**config.mk**
```make
export PLATFORM = sky130hd
export DESIGN_NAME = ctc_ram
export DESIGN_NICKNAME = d
export VERILOG_FILES = /design/src/rtl/coo_to_csc_permuted_assert.svh /design/src/rtl/ctc_ram.sv
export SDC_FILE = /design/constraint.sdc
export NUM_CORES = 2
export LEC_CHECK = 0
export ABC_AREA = 0
export BUFFER_PORTS_ARGS = -buffer_cell sky130_fd_sc_hd__buf_2
export CORE_ASPECT_RATIO = 1.4
export CORE_MARGIN = 2
export CORE_UTILIZATION = 41
export DETAILED_ROUTE_END_ITERATION = 8
export GPL_TIMING_DRIVEN = 0
export PLACE_DENSITY = 0.67
export SKIP_CTS_REPAIR_TIMING = 1
export SLEW_MARGIN = 20
export SYNTH_ARGS = -nofsm -noshare
export SYNTH_HDL_FRONTEND = slang
export SYNTH_SLANG_ARGS = --single-unit
```
**constraint.sdc**
```tcl
create_clock -name clk -period 2.7 [get_ports clk]
set_input_delay 0.27 -clock clk [delete_from_list [all_inputs] [get_ports clk]]
set_output_delay 0.27 -clock clk [all_outputs]
set_load 0.005 [all_outputs]
```
**src/rtl/coo_to_csc_permuted_assert.svh**
```systemverilog
// Assertion macros shared by the converter RTL.
`ifndef COO_TO_CSC_PERMUTED_ASSERT_SVH
`define COO_TO_CSC_PERMUTED_ASSERT_SVH

// Same-cycle implication, checked on every clock edge out of reset.
`define CTC_ASSERT_IMP(lbl, ante, cons) \
	lbl: assert property (@(posedge clk) disable iff (!arst_n) (ante) |-> (cons)) \
		else $error("coo_to_csc_permuted: check failed");

// Next-cycle implication, checked on every clock edge out of reset.
`define CTC_ASSERT_NXT(lbl, ante, cons) \
	lbl: assert property (@(posedge clk) disable iff (!arst_n) (ante) |=> (cons)) \
		else $error("coo_to_csc_permuted: check failed");

`endif

```
**src/rtl/ctc_ram.sv**
```systemverilog
// Generic single-write, single-read RAM with registered read data.
module ctc_ram #(
	parameter int WIDTH = 8,
	parameter int DEPTH = 256
) (
	input  logic                                   clk,
	input  logic                                   we,
	input  logic [((DEPTH > 1) ? $clog2(DEPTH) : 1)-1:0] waddr,
	input  logic [WIDTH-1:0]                       wdata,
	input  logic [((DEPTH > 1) ? $clog2(DEPTH) : 1)-1:0] raddr,
	output logic [WIDTH-1:0]                       rdata
);
	logic [WIDTH-1:0] mem [DEPTH];

	// Read returns the old contents when the same entry is written.
	always_ff @(posedge clk) begin
		if (we) begin
			mem[waddr] <= wdata;
		end
		rdata <= mem[raddr];
	end
endmodule

```
# Yosys cells after proc, flatten, opt, wreduce, memory -nomap -nowiden
# Memory sizes are Yosys's and may differ from the RTL's. A register that Yosys moved wholly into a read port is not among the register bits.
# Cells that the tools add are included.
[totals]
output_inout_bits = 8
input_bits = 26
regBits = 0
mem_bits_rw = 2048
memories = 1
elab_cells = 3
[memory_table]
columns = ["name", "depth", "width", "rd", "rd_ports_with_merged_regs", "wr", "line_no", "text"]
rows = [
  ["mem", 256, 8, 1, 1, 1, "ctc_ram.sv:13", "logic [WIDTH-1:0] mem [DEPTH];"],
]
[classes]
mux = 2
[op_table]
columns = ["operator", "count"]
rows = [
  ["$mux W1", 2],
]

# Logic depth before layout (Yosys ltp)
[logic_depth]
ltp_word = 2
mapped_depth = 11
mapped_depth_nobuf = 6

# Worst setup path before layout
# OpenSTA, ideal clock, no wires.
[synth_path]
path_kind = "input to register"
startpoint = "in raddr[0] (netlist bit)"
endpoint = "reg rdata[2], read port of mem"
setup_time_ns = 0.131
n_path_buf = 4
arrival_time_ns = 2.077
path_slack_ns = 0.492
cell_stages = 9
required_time_ns = 2.569
path_cell_list = "buf_6 buf_12 buf_8 buf_2 mux4_2 a22oi_1 a21oi_1 nor4_1 nor4_2"
[synth_rtl]
columns = ["element", "line_no", "text"]
rows = [
  ["start, declared", "ctc_ram.sv:10", "input logic [((DEPTH > 1) ? $clog2(DEPTH) : 1)-1:0] raddr,"],
  ["end, declared", "ctc_ram.sv:11", "output logic [WIDTH-1:0] rdata"],
]

# Final worst setup path
[layout_path]
startpoint = "in waddr[3] (netlist bit)"
endpoint = "mem mem[139][0], enable pin"
[layout_rtl]
columns = ["element", "line_no", "text"]
rows = [
  ["start, declared", "ctc_ram.sv:8", "input logic [((DEPTH > 1) ? $clog2(DEPTH) : 1)-1:0] waddr,"],
  ["end, declared", "ctc_ram.sv:13", ""],
]
# No word-level cell before the write port.

==> summary.md <==
| Metric | Value |
|---|---|
| Place WS | `-1920 ps` |
| Post-Syn Area per Cell | `about 21 µm²` |
| R2R setup slack | `10 ps` |
| Synth cell types | `55` |
| Post-detail-place hpwl | `164000 µm` |
| First-pass GRT wire length | `327000 µm` |
| Largest net degree at the start of global routing | `130` |
| Congestion Overflow GR | `0` |
| Nets | `4010` |
| Syn Nets | `3759` |
| Initial antenna violation count | `17` |
| Mapped Area | `a little under 0.08 mm²` |
| Hold WC Path Type | `primary input to flip-flop` |
| Worst-Skew Late Latency | `860 ps` |
| DRC | `0` |
| Starting Density | `41.2%` |
| Tot GR Track Use | `24.1%` |
| Crit share post-route | `116%` |
| Via count | `slightly above 40000` |
| Die height | `525 µm` |
| FF-to-FF path depth | `6` |
| CTS root buf | `clkbuf_16` |
| Outcome | `finished, violations left` |
| Area added between synthesis and finish | `13.5%` |
| FFs w/ async S/R, synth | `0%` |
| Post-synthesis sequential area ratio | `77.5%` |
| Worst VDD drop | `0.500 mV` |
| Worst r2r dst | `rdata[3]` |
| Clk slew on worst S/H paths | `around 60 ps` |
| Startpoint types | `primary input` |
| Via density | `around 6.2` |
| CTS tree | `yes` |
| Worst slew pin tran | `1290 ps` |
| Placed Cells | `between 6000 and 7000` |
| Post-synth EDFFs | `2048` |
| Crit. End Element | `flip-flop` |
| Max Cap Viol | `0` |
| Slew Limit Fails | `0` |
| Worst R2R Start | `mem[81][3]` |
| PD cells | `725 mW/mm²` |
| WS Path Type | `primary input to flip-flop` |
| Clock Skew | `39.6 ps` |
| Io pins | `34` |
| Commonest cells after routing, fill and taps aside | `2048 x edfxtp_1, 454 x mux4_2, 237 x nor2_1, 189 x clkbuf_16, 134 x mux2i_1` |
| Register bit total from synthesis | `around 2100` |
| Die footprint | `0.198 mm²` |
| 1st-iter DRT viols | `5880` |
| Final setup margin | `-421 ps` |
| Setup TNS | `-50490 ps` |
| Crit Path Max Fanout | `10` |
| Yosys Warn Count | `0` |
| Most common cell after layout, fill and taps aside | `edfxtp_1` |
| WHS Path Cells | `2` |
| Cts bufs inserted | `around 190` |
| Clock sinks | `2056` |
| Hold EP | `mem[170][5]` |
| Worst Path Arrival | `about 3600 ps` |
| Number of global-route vias before repair | `between 40000 and 50000` |
| Period minus WS final | `3120 ps` |
| Routed WL | `~240000 µm` |
| Fraction of layout cells with a size suffix above 1 | `between 20% and 30%` |
| FMAX | `320 MHz` |
| Mapped Cells | `about 3700` |
| Layout Cells excl Fill | `around 6600` |
| Port buffer count | `26` |
| Routed len/inst | `approximately 36 µm` |
| GP Congestion | `1.05` |
| Die Wd | `376 µm` |
| Failing checks | `setup timing` |
| Top_reg_cell synth | `edfxtp_1` |
| Core Region | `0.193 mm²` |
| Design area | `approximately 0.090 mm²` |
| Clock buffer depth | `4` |
| H-tree levels | `4` |
| Final setup violation count | `485` |
| CP required | `3160 ps` |
| DRT antenna net count | `0` |
| Worst relative slew slack | `around 14%` |
| Hold Startpoint | `wdata[5]` |
| Leakage power | `~28 nW` |
| Drt first pass iters | `8` |
| Row count | `191` |
| Final Hold Fails | `0` |
| RSZ-0062 raised after global routing | `true` |
| Post-DP Area | `0.0837 mm²` |
-- registers in the layout, indices dropped and copies added, names as in the netlist --
register	flops
mem	2048
rdata	8
-- kinds of logic (layout without fill, tap and decap cells) --
family          after synthesis  in the layout  share of synthesized area [%]
buf+inv                     235            628                           1.83
other cells                   0              5                              0
compound gates              385            385                           3.42
flops                      2056           2056                           77.5
mux                         591            591                           14.6
simple gates                466            466                           2.63
-- cell usage after synthesis, drive strengths merged (12+ instances only) --
cell type / instances / area, µm²
o221ai: 47 / 418
nor2b: 31 / 194
mux2i: 134 / 1340
a22oi: 133 / 998
a21oi: 96 / 480
a221oi: 14 / 129
edfxtp: 2048 / 61500
o21ai: 12 / 60.1
nand3: 34 / 170
nor4: 27 / 188
nor3: 22 / 110
nand2: 33 / 124
o22ai: 28 / 175
nor2: 282 / 1060
a211oi: 16 / 120
mux4: 456 / 10300
buf: 122 / 1030
clkbuf: 111 / 417
-- metrics by stage --
step,hold slack [ps],power (mW),util [%]
after CTS,-298,65.3,46.4
after detailed placement,581,39.6,43.4
after global routing,35.7,66.7,46.7
final,10.8,65.5,46.8
after global placement,654,39.5,42.9
after floorplan,369,37.6,-
-- report_power, final --
part | switching [mW] | internal [mW] | leakage, nW
clock | 11.7 | 14.6 | 2.89
sequential | 0.0208 | 35.2 | 18.5
combinational | 2.71 | 1.24 | 6.31
total | 14.4 | 51.0 | 27.7
-- per-layer routing --
metal  track usage, %  up-vias  wire length (µm)
met4             18.0       22             20800
li1                 -    16200                 -
met1             27.2    21400             77400
met5                0        -               139
met2             39.4     2689            118000
met3             6.18      723             24500
-- worst max-delay path: stages --
cell and delay [ps]:
clkbuf_1 510, nor2b_1 220, clkbuf_1 430, nand4_1 530, clkbuf_2 680, nor2_1 930
-- how the worst max path moves through the flow --
stage / slack (ps) / cells after the start / endpoint / from
global route: -220 / 6 / mem[59][4] / waddr[3]
finish: -420 / 6 / mem[139][0] / waddr[3]
floorplan: 490 / 9 / rdata[2] / raddr[0]
CTS: -1070 / 10 / rdata[4] / raddr[4]
detailed placement: -1920 / 10 / rdata[4] / raddr[4]
global placement: -2770 / 9 / rdata[4] / raddr[4]
-- area by class of cell --
cell class | count | area [µm²]
fill | 15700 | 103000
buffer | 231 | 1590
clock inverter | 101 | 992
timing repair buffer | 64 | 1010
antenna | 5 | 12.5
clock buffer | 230 | 4880
sequential | 2056 | 61700
tap | 2509 | 3140
multi-input combinational | 1442 | 17000
inverter | 2 | 11.3
(Power assumes the default switching activity.)
